--- src/cbo_pkg.sv ---
// Shared definitions for the caption bar overlay: bar geometry constants,
// font and caption tables, and the geometry struct passed between modules.
// No dependencies.
`default_nettype none

package cbo_pkg;

    // Field widths
    localparam int COORD_BITS  = 13;
    localparam int SAMPLE_BITS = 8;
    localparam int PLANE_BITS  = 2;
    localparam int MODE_BITS   = 2;
    localparam int CFG_IDX_BITS = 2;

    // Caption layout
    localparam int CAPTION_LEN  = 27;
    localparam int GLYPH_WIDTH  = 7;
    localparam int GLYPH_HEIGHT = 12;
    localparam int PAD_HORIZ    = 10;
    localparam int PAD_VERT     = 3;
    localparam int TEXT_PIX     = CAPTION_LEN * GLYPH_WIDTH;
    localparam int BAR_W        = TEXT_PIX + PAD_HORIZ * 2;
    localparam int BAR_H        = GLYPH_HEIGHT + PAD_VERT * 2;
    localparam int ROM_GLYPHS   = 18;
    localparam int ROM_ROWS     = 12;

    // Character index = (dx * RECIP_MUL) >> RECIP_SHIFT, exact for dx < TEXT_PIX
    localparam int RECIP_MUL   = 293;
    localparam int RECIP_SHIFT = 11;
    localparam int DX_BITS     = 8;
    localparam int CHAR_BITS   = 5;
    localparam int GLYPH_BITS  = 5;
    localparam int DY_BITS     = 4;
    localparam int BIT_BITS    = 3;

    // Sample values
    localparam logic [SAMPLE_BITS-1:0] TEXT_COLOR = 8'd220;
    localparam logic [SAMPLE_BITS-1:0] NEUTRAL    = 8'd128;

    // Reset values of the registers
    localparam logic [COORD_BITS-1:0] WIDTH_RESET  = 13'd1920;
    localparam logic [COORD_BITS-1:0] HEIGHT_RESET = 13'd1080;

    // Register indexes
    typedef enum logic [CFG_IDX_BITS-1:0] {
        REG_FRAME_WIDTH  = 2'd0,
        REG_FRAME_HEIGHT = 2'd1,
        REG_CHROMA_MODE  = 2'd2,
        REG_UNUSED       = 2'd3
    } cfg_index_t;

    // Chroma modes
    typedef enum logic [MODE_BITS-1:0] {
        MODE_PLANAR_420 = 2'd0,
        MODE_NV12       = 2'd1,
        MODE_LUMA_ONLY  = 2'd2,
        MODE_PASS       = 2'd3
    } chroma_mode_t;

    // Plane codes
    localparam logic [PLANE_BITS-1:0] PLANE_Y = 2'd0;
    localparam logic [PLANE_BITS-1:0] PLANE_U = 2'd1;
    localparam logic [PLANE_BITS-1:0] PLANE_V = 2'd2;

    // Bar geometry derived from the frame registers
    typedef struct packed {
        logic                  enable;   // frame holds the bar, mode not pass
        chroma_mode_t          mode;
        logic [COORD_BITS-1:0] width;
        logic [COORD_BITS-1:0] height;
        logic [COORD_BITS-1:0] bar_x;
        logic [COORD_BITS-1:0] bar_y;
        logic [COORD_BITS-1:0] text_x;
        logic [COORD_BITS-1:0] text_y;
        logic [COORD_BITS-1:0] c_bar_x;  // chroma region bounds
        logic [COORD_BITS-1:0] c_bar_y;
        logic [COORD_BITS-1:0] c_width;
        logic [COORD_BITS-1:0] c_height;
    } geom_t;

    // Font: space - . E I L R S a c e l m o r s t y
    localparam logic [7:0] FONT_ROM [ROM_GLYPHS][ROM_ROWS] = '{
        '{8'h00,8'h00,8'h00,8'h00,8'h00,8'h00,8'h00,8'h00,8'h00,8'h00,8'h00,8'h00},
        '{8'h00,8'h00,8'h00,8'h00,8'h00,8'h78,8'h00,8'h00,8'h00,8'h00,8'h00,8'h00},
        '{8'h00,8'h00,8'h00,8'h00,8'h00,8'h00,8'h00,8'h00,8'h30,8'h30,8'h00,8'h00},
        '{8'h00,8'h00,8'h7C,8'h40,8'h40,8'h78,8'h40,8'h40,8'h40,8'h7C,8'h00,8'h00},
        '{8'h00,8'h00,8'h7C,8'h10,8'h10,8'h10,8'h10,8'h10,8'h10,8'h7C,8'h00,8'h00},
        '{8'h00,8'h00,8'h40,8'h40,8'h40,8'h40,8'h40,8'h40,8'h40,8'h7C,8'h00,8'h00},
        '{8'h00,8'h00,8'h78,8'h44,8'h44,8'h78,8'h50,8'h48,8'h44,8'h44,8'h00,8'h00},
        '{8'h00,8'h00,8'h38,8'h44,8'h40,8'h38,8'h04,8'h04,8'h44,8'h38,8'h00,8'h00},
        '{8'h00,8'h00,8'h00,8'h00,8'h38,8'h04,8'h3C,8'h44,8'h44,8'h3C,8'h00,8'h00},
        '{8'h00,8'h00,8'h00,8'h00,8'h38,8'h44,8'h40,8'h40,8'h44,8'h38,8'h00,8'h00},
        '{8'h00,8'h00,8'h00,8'h00,8'h38,8'h44,8'h7C,8'h40,8'h40,8'h38,8'h00,8'h00},
        '{8'h00,8'h00,8'h30,8'h10,8'h10,8'h10,8'h10,8'h10,8'h10,8'h38,8'h00,8'h00},
        '{8'h00,8'h00,8'h00,8'h00,8'h6C,8'h54,8'h54,8'h54,8'h54,8'h54,8'h00,8'h00},
        '{8'h00,8'h00,8'h00,8'h00,8'h38,8'h44,8'h44,8'h44,8'h44,8'h38,8'h00,8'h00},
        '{8'h00,8'h00,8'h00,8'h00,8'h58,8'h60,8'h40,8'h40,8'h40,8'h40,8'h00,8'h00},
        '{8'h00,8'h00,8'h00,8'h00,8'h38,8'h40,8'h38,8'h04,8'h44,8'h38,8'h00,8'h00},
        '{8'h00,8'h00,8'h10,8'h10,8'h78,8'h10,8'h10,8'h10,8'h10,8'h0C,8'h00,8'h00},
        '{8'h00,8'h00,8'h00,8'h00,8'h44,8'h44,8'h44,8'h44,8'h3C,8'h04,8'h78,8'h00}
    };

    // Caption text as glyph numbers
    localparam logic [GLYPH_BITS-1:0] CAPTION_ROM [CAPTION_LEN] = '{
        5'd3, 5'd8, 5'd15, 5'd17, 5'd0, 5'd4, 5'd6, 5'd5, 5'd0,
        5'd7, 5'd16, 5'd14, 5'd10, 5'd8, 5'd12, 5'd0, 5'd1, 5'd0,
        5'd15, 5'd16, 5'd13, 5'd13, 5'd11, 5'd15, 5'd2, 5'd9, 5'd9
    };

endpackage

`default_nettype wire

--- src/caption_bar_overlay_unit.sv ---
// Caption bar overlay, top level: input register, sample logic, result register.
// Depends on cbo_pkg, cbo_cfg_regs and cbo_sample_proc.
//
// Stamps a 209x18 caption bar into the bottom-right corner of a video frame,
// one sample per transaction. Luma inside the bar is darkened by a right shift
// of 2 and caption pixels are forced to 220; chroma under the bar is set to 128
// (planar 4:2:0 or NV12 per chroma_mode). Throughput is one sample per clock
// while the output is not stalled; each accepted sample passes through the input
// register and then the result register around the combinational sample logic.
// Backpressure on the output holds the result register, and the input register
// too once it holds a sample. Write the frame registers only while no samples
// are in flight.
`default_nettype none

module caption_bar_overlay_unit (
    input  wire logic                              clk,
    input  wire logic                              rst_n,
    // configuration channel
    input  wire logic                              cfg_valid,
    output logic                                   cfg_ready,
    input  wire logic [cbo_pkg::CFG_IDX_BITS-1:0]  cfg_index,
    input  wire logic [cbo_pkg::COORD_BITS-1:0]    cfg_data,
    // sample input channel
    input  wire logic                              in_valid,
    output logic                                   in_ready,
    input  wire logic [cbo_pkg::PLANE_BITS-1:0]    plane,
    input  wire logic [cbo_pkg::COORD_BITS-1:0]    column,
    input  wire logic [cbo_pkg::COORD_BITS-1:0]    row,
    input  wire logic [cbo_pkg::SAMPLE_BITS-1:0]   sample_in,
    // sample output channel
    output logic                                   out_valid,
    input  wire logic                              out_ready,
    output logic [cbo_pkg::SAMPLE_BITS-1:0]        sample_out
);
    import cbo_pkg::*;

    geom_t                  geom;
    logic                   s1_valid_reg;
    logic [PLANE_BITS-1:0]  plane_reg;
    logic [COORD_BITS-1:0]  column_reg;
    logic [COORD_BITS-1:0]  row_reg;
    logic [SAMPLE_BITS-1:0] sample_reg;
    logic                   out_valid_reg;
    logic [SAMPLE_BITS-1:0] result_reg;
    logic [SAMPLE_BITS-1:0] result_next;
    logic                   advance;

    cbo_cfg_regs u_cfg (
        .clk       (clk),
        .rst_n     (rst_n),
        .cfg_valid (cfg_valid),
        .cfg_ready (cfg_ready),
        .cfg_index (cfg_index),
        .cfg_data  (cfg_data),
        .geom      (geom)
    );

    cbo_sample_proc u_proc (
        .geom       (geom),
        .plane      (plane_reg),
        .column     (column_reg),
        .row        (row_reg),
        .sample_in  (sample_reg),
        .sample_out (result_next)
    );

    // Stage handshakes: result slot frees when empty or taken
    assign advance   = !out_valid_reg || out_ready;
    assign in_ready  = !s1_valid_reg || advance;
    assign out_valid = out_valid_reg;
    assign sample_out = result_reg;

    // Input register control
    always_ff @(posedge clk or negedge rst_n)
    begin
        if (!rst_n)
            s1_valid_reg <= 1'b0;
        else if (in_ready)
            s1_valid_reg <= in_valid;
    end

    // Input register payload
    always_ff @(posedge clk)
    begin
        if (in_valid && in_ready)
        begin
            plane_reg  <= plane;
            column_reg <= column;
            row_reg    <= row;
            sample_reg <= sample_in;
        end
    end

    // Result register control
    always_ff @(posedge clk or negedge rst_n)
    begin
        if (!rst_n)
            out_valid_reg <= 1'b0;
        else if (advance)
            out_valid_reg <= s1_valid_reg;
    end

    // Result register payload
    always_ff @(posedge clk)
    begin
        if (advance && s1_valid_reg)
            result_reg <= result_next;
    end

endmodule

`default_nettype wire

--- src/cbo_cfg_regs.sv ---
// Frame configuration registers and the bar geometry derived from them.
// Depends on cbo_pkg.
`default_nettype none

module cbo_cfg_regs (
    input  wire logic                          clk,
    input  wire logic                          rst_n,
    input  wire logic                          cfg_valid,
    output logic                               cfg_ready,
    input  wire logic [cbo_pkg::CFG_IDX_BITS-1:0] cfg_index,
    input  wire logic [cbo_pkg::COORD_BITS-1:0]   cfg_data,
    output cbo_pkg::geom_t                     geom
);
    import cbo_pkg::*;

    logic [COORD_BITS-1:0] width_reg;
    logic [COORD_BITS-1:0] height_reg;
    chroma_mode_t          mode_reg;

    assign cfg_ready = 1'b1;

    // Register writes
    always_ff @(posedge clk or negedge rst_n)
    begin
        if (!rst_n)
        begin
            width_reg  <= WIDTH_RESET;
            height_reg <= HEIGHT_RESET;
            mode_reg   <= MODE_PLANAR_420;
        end
        else if (cfg_valid)
        begin
            case (cfg_index_t'(cfg_index))
                REG_FRAME_WIDTH:  width_reg  <= cfg_data;
                REG_FRAME_HEIGHT: height_reg <= cfg_data;
                REG_CHROMA_MODE:  mode_reg   <= chroma_mode_t'(cfg_data[MODE_BITS-1:0]);
                default:          ;
            endcase
        end
    end

    // Bar corner, text origin and chroma region
    always_comb
    begin
        geom.enable   = (width_reg >= COORD_BITS'(BAR_W)) &&
                        (height_reg >= COORD_BITS'(BAR_H)) && (mode_reg != MODE_PASS);
        geom.mode     = mode_reg;
        geom.width    = width_reg;
        geom.height   = height_reg;
        geom.bar_x    = width_reg - COORD_BITS'(BAR_W);
        geom.bar_y    = height_reg - COORD_BITS'(BAR_H);
        geom.text_x   = width_reg - COORD_BITS'(BAR_W - PAD_HORIZ);
        geom.text_y   = height_reg - COORD_BITS'(BAR_H - PAD_VERT);
        geom.c_bar_x  = geom.bar_x >> 1;
        geom.c_bar_y  = geom.bar_y >> 1;
        geom.c_width  = width_reg >> 1;
        geom.c_height = height_reg >> 1;
    end

endmodule

`default_nettype wire

--- src/cbo_sample_proc.sv ---
// Per-sample overlay logic: bar darkening, caption lookup, chroma neutralization.
// Purely combinational. Depends on cbo_pkg.
`default_nettype none

module cbo_sample_proc (
    input  wire cbo_pkg::geom_t                 geom,
    input  wire logic [cbo_pkg::PLANE_BITS-1:0]  plane,
    input  wire logic [cbo_pkg::COORD_BITS-1:0]  column,
    input  wire logic [cbo_pkg::COORD_BITS-1:0]  row,
    input  wire logic [cbo_pkg::SAMPLE_BITS-1:0] sample_in,
    output logic [cbo_pkg::SAMPLE_BITS-1:0]      sample_out
);
    import cbo_pkg::*;

    logic                  in_bar;
    logic [COORD_BITS-1:0] dx_full;
    logic [COORD_BITS-1:0] dy_full;
    logic                  in_text;
    logic [DX_BITS-1:0]    dx;
    logic [DX_BITS+8:0]    dx_scaled;
    logic [CHAR_BITS-1:0]  char_idx;
    logic [BIT_BITS-1:0]   bit_idx;
    logic [DY_BITS-1:0]    dy;
    logic [7:0]            glyph_bits;
    logic                  text_pixel;
    logic                  in_rows;
    logic [COORD_BITS-1:0] pair;
    logic                  chroma_hit;

    // Luma bar and caption cell position
    always_comb
    begin
        in_bar    = (column >= geom.bar_x) && (column < geom.width) &&
                    (row >= geom.bar_y) && (row < geom.height);
        dx_full   = column - geom.text_x;
        dy_full   = row - geom.text_y;
        in_text   = (column >= geom.text_x) && (dx_full < COORD_BITS'(TEXT_PIX)) &&
                    (row >= geom.text_y) && (dy_full < COORD_BITS'(GLYPH_HEIGHT));
        dx        = dx_full[DX_BITS-1:0];
        dy        = dy_full[DY_BITS-1:0];
        // divide by glyph width through a reciprocal multiply
        dx_scaled = (DX_BITS+9)'(dx) * (DX_BITS+9)'(RECIP_MUL);
        char_idx  = dx_scaled[RECIP_SHIFT +: CHAR_BITS];
        bit_idx   = BIT_BITS'(dx - DX_BITS'(char_idx) * DX_BITS'(GLYPH_WIDTH));
        glyph_bits = FONT_ROM[CAPTION_ROM[char_idx]][dy];
        text_pixel = in_text && glyph_bits[3'd7 - bit_idx];
    end

    // Chroma region
    always_comb
    begin
        in_rows    = (row >= geom.c_bar_y) && (row < geom.c_height);
        pair       = column >> 1;
        chroma_hit = 1'b0;
        case (geom.mode)
            MODE_PLANAR_420:
                chroma_hit = (plane == PLANE_U || plane == PLANE_V) && in_rows &&
                             (column >= geom.c_bar_x) && (column < geom.c_width);
            MODE_NV12:
                chroma_hit = (plane == PLANE_U) && in_rows &&
                             (pair >= geom.c_bar_x) && (pair < geom.c_width);
            default:
                chroma_hit = 1'b0;
        endcase
    end

    // Output select
    always_comb
    begin
        sample_out = sample_in;
        if (geom.enable)
        begin
            if (plane == PLANE_Y)
            begin
                if (in_bar)
                    sample_out = text_pixel ? TEXT_COLOR : (sample_in >> 2);
            end
            else if (chroma_hit)
            begin
                sample_out = NEUTRAL;
            end
        end
    end

endmodule

`default_nettype wire
--- config.mk ---
export PLATFORM = sky130hd
export DESIGN_NAME = caption_bar_overlay_unit
export DESIGN_NICKNAME = d
export VERILOG_FILES = /design/src/cbo_pkg.sv /design/src/caption_bar_overlay_unit.sv /design/src/cbo_cfg_regs.sv /design/src/cbo_sample_proc.sv
export SDC_FILE = /design/constraint.sdc
export NUM_CORES = 1
export LEC_CHECK = 0
export BUFFER_PORTS_ARGS = -buffer_cell sky130_fd_sc_hd__buf_2
export CAP_MARGIN = 20
export CORE_MARGIN = 2
export CORE_UTILIZATION = 57
export DETAILED_ROUTE_END_ITERATION = 12
export PLACE_DENSITY = 0.87
export SYNTH_ARGS = -nofsm -noshare
export SYNTH_HDL_FRONTEND = slang
export SYNTH_SLANG_ARGS = --single-unit
--- constraint.sdc ---
create_clock -name clk -period 7.85 [get_ports clk]
set_input_delay 1.1775 -clock clk [delete_from_list [all_inputs] [get_ports clk]]
set_output_delay 1.1775 -clock clk [all_outputs]
set_load 0.005 [all_outputs]
==> flow_summary_export.csv <==
group,metric,value,unit
cts,clock_sinks,74,
cts,clk_pin_slew_worst_paths,70,ps
sta,max_freq,0.1208,GHz
worst_setup_path,crit_arrival,8500,ps
placement,portBuffers,65,
drt,vias_per_cell,6.696,
yosys,yosys.area.top_type,"ha_1",
cts,clock_latency,360,ps
sta,finalHoldViolCount,0,
drt,route.detailed.drc,0,
global_route,antenna_found_initial,0,
final_layout,synthToLayoutAreaGrowth,24.27,%
worst_setup_path,cp-start-kind,"register",
run,maxCapViolCount,0,
sta,slew_violations,0,
yosys,async_flop_share,40.54,%
sta,tightest_slew,877.5,ps
final_layout,fill_cells,1192,
yosys,yosysMostFrequentCell,"ha_1",
sta,layout_setup_ws,-428.2,ps
floorplanning,rows,48,
drt,vias,10077,
global_route,grt_pass1_vias,9881,
run_status,violations,"negative setup slack",
floorplanning,pin_count,67,
worst_setup_path,slowest_stage,"dfrtp_2",
floorplanning,die_area,18430,um^2
cts,hold_buffers,0,
yosys,postSynthAreaPerCell,9.127,um^2
yosys,synth_cells,1084,
yosys,synth_compound_area_share,24.46,%
worst_setup_path,path_max_fanout,5,
yosys,synth_top_family_by_area,"adder cells",
drt,routed_wl,33090,um
min_path,hold_path_class,"reg2reg",
floorplanning,start_util,57.80,%
drt,drt_iter0_drc,952,
worst_setup_path,worst-setup-path-type,"reg2reg",
cts,htree_levels,3,
global_route,grt_max_degree,37,
sta,period_share,105.5,%
yosys,synthTopCellsByCount,"ha_1 (186), inv_1 (76), nand2_1 (69), nor2_1 (62), a21oi_1 (59)",
sta,fin_crit,8278,ps
global_route,grt_first_pass_wirelength,49970,um
drt,dr.pass1.iters,6,
yosys,yosys_warnings,0,
sta,hold_slack,499.3,ps
yosys,synthesis.nets,1333,
sta,rsz0062_at_grt,"true",
worst_setup_path,cp.required,8070,ps
yosys,ys_types,109,
floorplanning,die_h,135.7,um
run_status,status,"finished, violations left",
global_route,overflow,0,
sta,slew_headroom,41.50,%
yosys,synth_edf_count,44,
yosys,netlist_area,9893,um^2
drt,ant_nets,0,
yosys,synth_area_leaders,"ha_1 (24%), edfxtp_1 (13%), dfrtp_1 (5.6%), xnor2_1 (4.5%), a21oi_1 (3.0%)",
yosys,seq_area_frac_synth,21.04,%
yosys,synthXorXnorAreaFrac,5.641,%
sta,fin_skew,12.49,ps
final_layout,finalNetCount,1524,
sta,setup_viol_count_final,8,
placement,hpwl,23990,um
cts,clk_path_buf_depth,2,
drt,wl_per_cell,21.99,um
cts,cts_tree,"done",
yosys,synthAdderAreaFrac,24.94,%
floorplanning,core_area,17120,um^2
yosys,ys_dominant_reg_cell,"edfxtp_1",
cts,root_buffer,"clkbuf_16",
worst_setup_path,cp_slowest_stage_delay,430,ps
final_layout,drive_gt1_share,29.77,%
cts,cts_inserted_buffers,9,
global_route,grt_use_total,34.38,%
placement,gp_congestion,0.9894,
yosys,synth_seq_cells,74,
worst_setup_path,end_kind,"register",
yosys,synth_top_area_share,23.52,%
final_layout,diodes,0,
yosys,synthSimpleGateAreaFrac,15.85,%
floorplanning,die-width,135.7,um
yosys,synth.area.mux_share,3.630,%
==> placed cells by master (no fill, tap or decap), types with 6 or more instances in the layout <==
cell type	synthesis	routed
a21oi_2	3	8
o21ai_0	57	54
or2_2	6	6
fa_1	7	6
clkbuf_16	0	9
and3_1	10	10
mux2i_1	6	6
nand2b_1	22	22
inv_2	0	8
a31oi_1	10	7
dfstp_2	8	8
nand2_1	69	69
ha_2	0	7
nand4_1	21	21
xnor2_2	3	10
o31ai_1	10	7
a221o_1	6	6
ha_1	186	169
nor3_1	20	18
xnor2_1	51	44
nor2_1	62	60
a21boi_0	10	7
nand3_1	20	19
a21o_1	30	30
o21a_1	21	21
mux2_2	20	18
o2111ai_1	7	7
dfrtp_1	22	19
a21oi_1	59	54
buf_4	4	131
inv_1	76	66
buf_2	3	65
nor2b_1	19	18
ha_4	0	10
edfxtp_1	44	44
o211ai_1	12	12
==> worst max-delay path: cells and delay by family (launching register included) <==
kind            cells  cell delay (ps)
flops               1              430
xor+xnor            2              410
mux                 2              600
fa+ha+maj           8             2170
simple gates        4              550
buf+inv             7              860
compound gates     15             3110
==> metal layers <==
layer  wire length (um)  vias to the layer above  share of wire (%)  GRT usage [%]
met5                  0                        -                  0              0
met1              12530                     4794                 38          41.24
met3               2327                      184                7.0          5.088
met2              16180                      601                 49          59.23
li1                   -                     4498                  -              -
met4               2059                        0                6.2          18.63
==> area by class of cell <==
class                   count  area [um^2]  area share (%)
clock buffers              10        229.0           1.862
flip-flops and latches     74         2086           16.97
multi-input cells         911         7946           64.63
inverters                  76        292.8           2.381
repair buffers            203         1393           11.33
clock inverters             6        66.31          0.5394
well taps                 225        281.5           2.290
==> what timing repair did <==
item | CTS | global route
endpoints found under the setup margin | 8 | 8
pin swaps | 24 | 48
buffers inserted | 11 | 16
resized for setup | 28 | 70
==> worst paths after layout <==
check                                               startpoint                        endpoint  slack, ps  depth (start not counted)
worst min register to register        s1_valid_reg$_DFFE_PN0N_           out_valid$_DFFE_PN0P_        500                          1
worst max-delay path            u_cfg.width_reg[1]$_DFFE_PN0P_         sample_out[2]$_DFFE_PP_       -430                         38
max in group asynchronous                                rst_n  u_cfg.width_reg[0]$_DFFE_PN0P_       6420                          1
worst max register to register  u_cfg.width_reg[1]$_DFFE_PN0P_         sample_out[2]$_DFFE_PP_       -430                         38
worst min-delay path                  s1_valid_reg$_DFFE_PN0N_           out_valid$_DFFE_PN0P_        500                          1
min in group asynchronous                                rst_n  u_cfg.width_reg[2]$_DFFE_PN0P_        900                          1
==> kinds of logic after synthesis <==
logic type | after synthesis
flip-flops | 74
AO/OA/AOI/OAI | 328
other | 1
multiplexers | 30
adder cells (fa/ha/maj) | 193
buffers and inverters | 99
AND/OR/NAND/NOR | 300
XOR/XNOR | 59
==> through the flow <==
stage,TNS (ps),cell area [um^2],util (%),worst slack (ps),cells
global placement,-845.6,11290,65.99,-186.6,1463
floorplan,0,9993,-,13.13,1084
CTS,-619.0,11790,68.87,-171.6,1490
detailed placement,-1995,11290,65.99,-315.0,1463
global route,-4734,12290,71.83,-641.5,1505
finish,-2962,12290,71.83,-428.2,1505
Power is left out: the tool's default activity adds up to more than one toggle a clock period on the data nets, which glitch-free logic cannot reach.
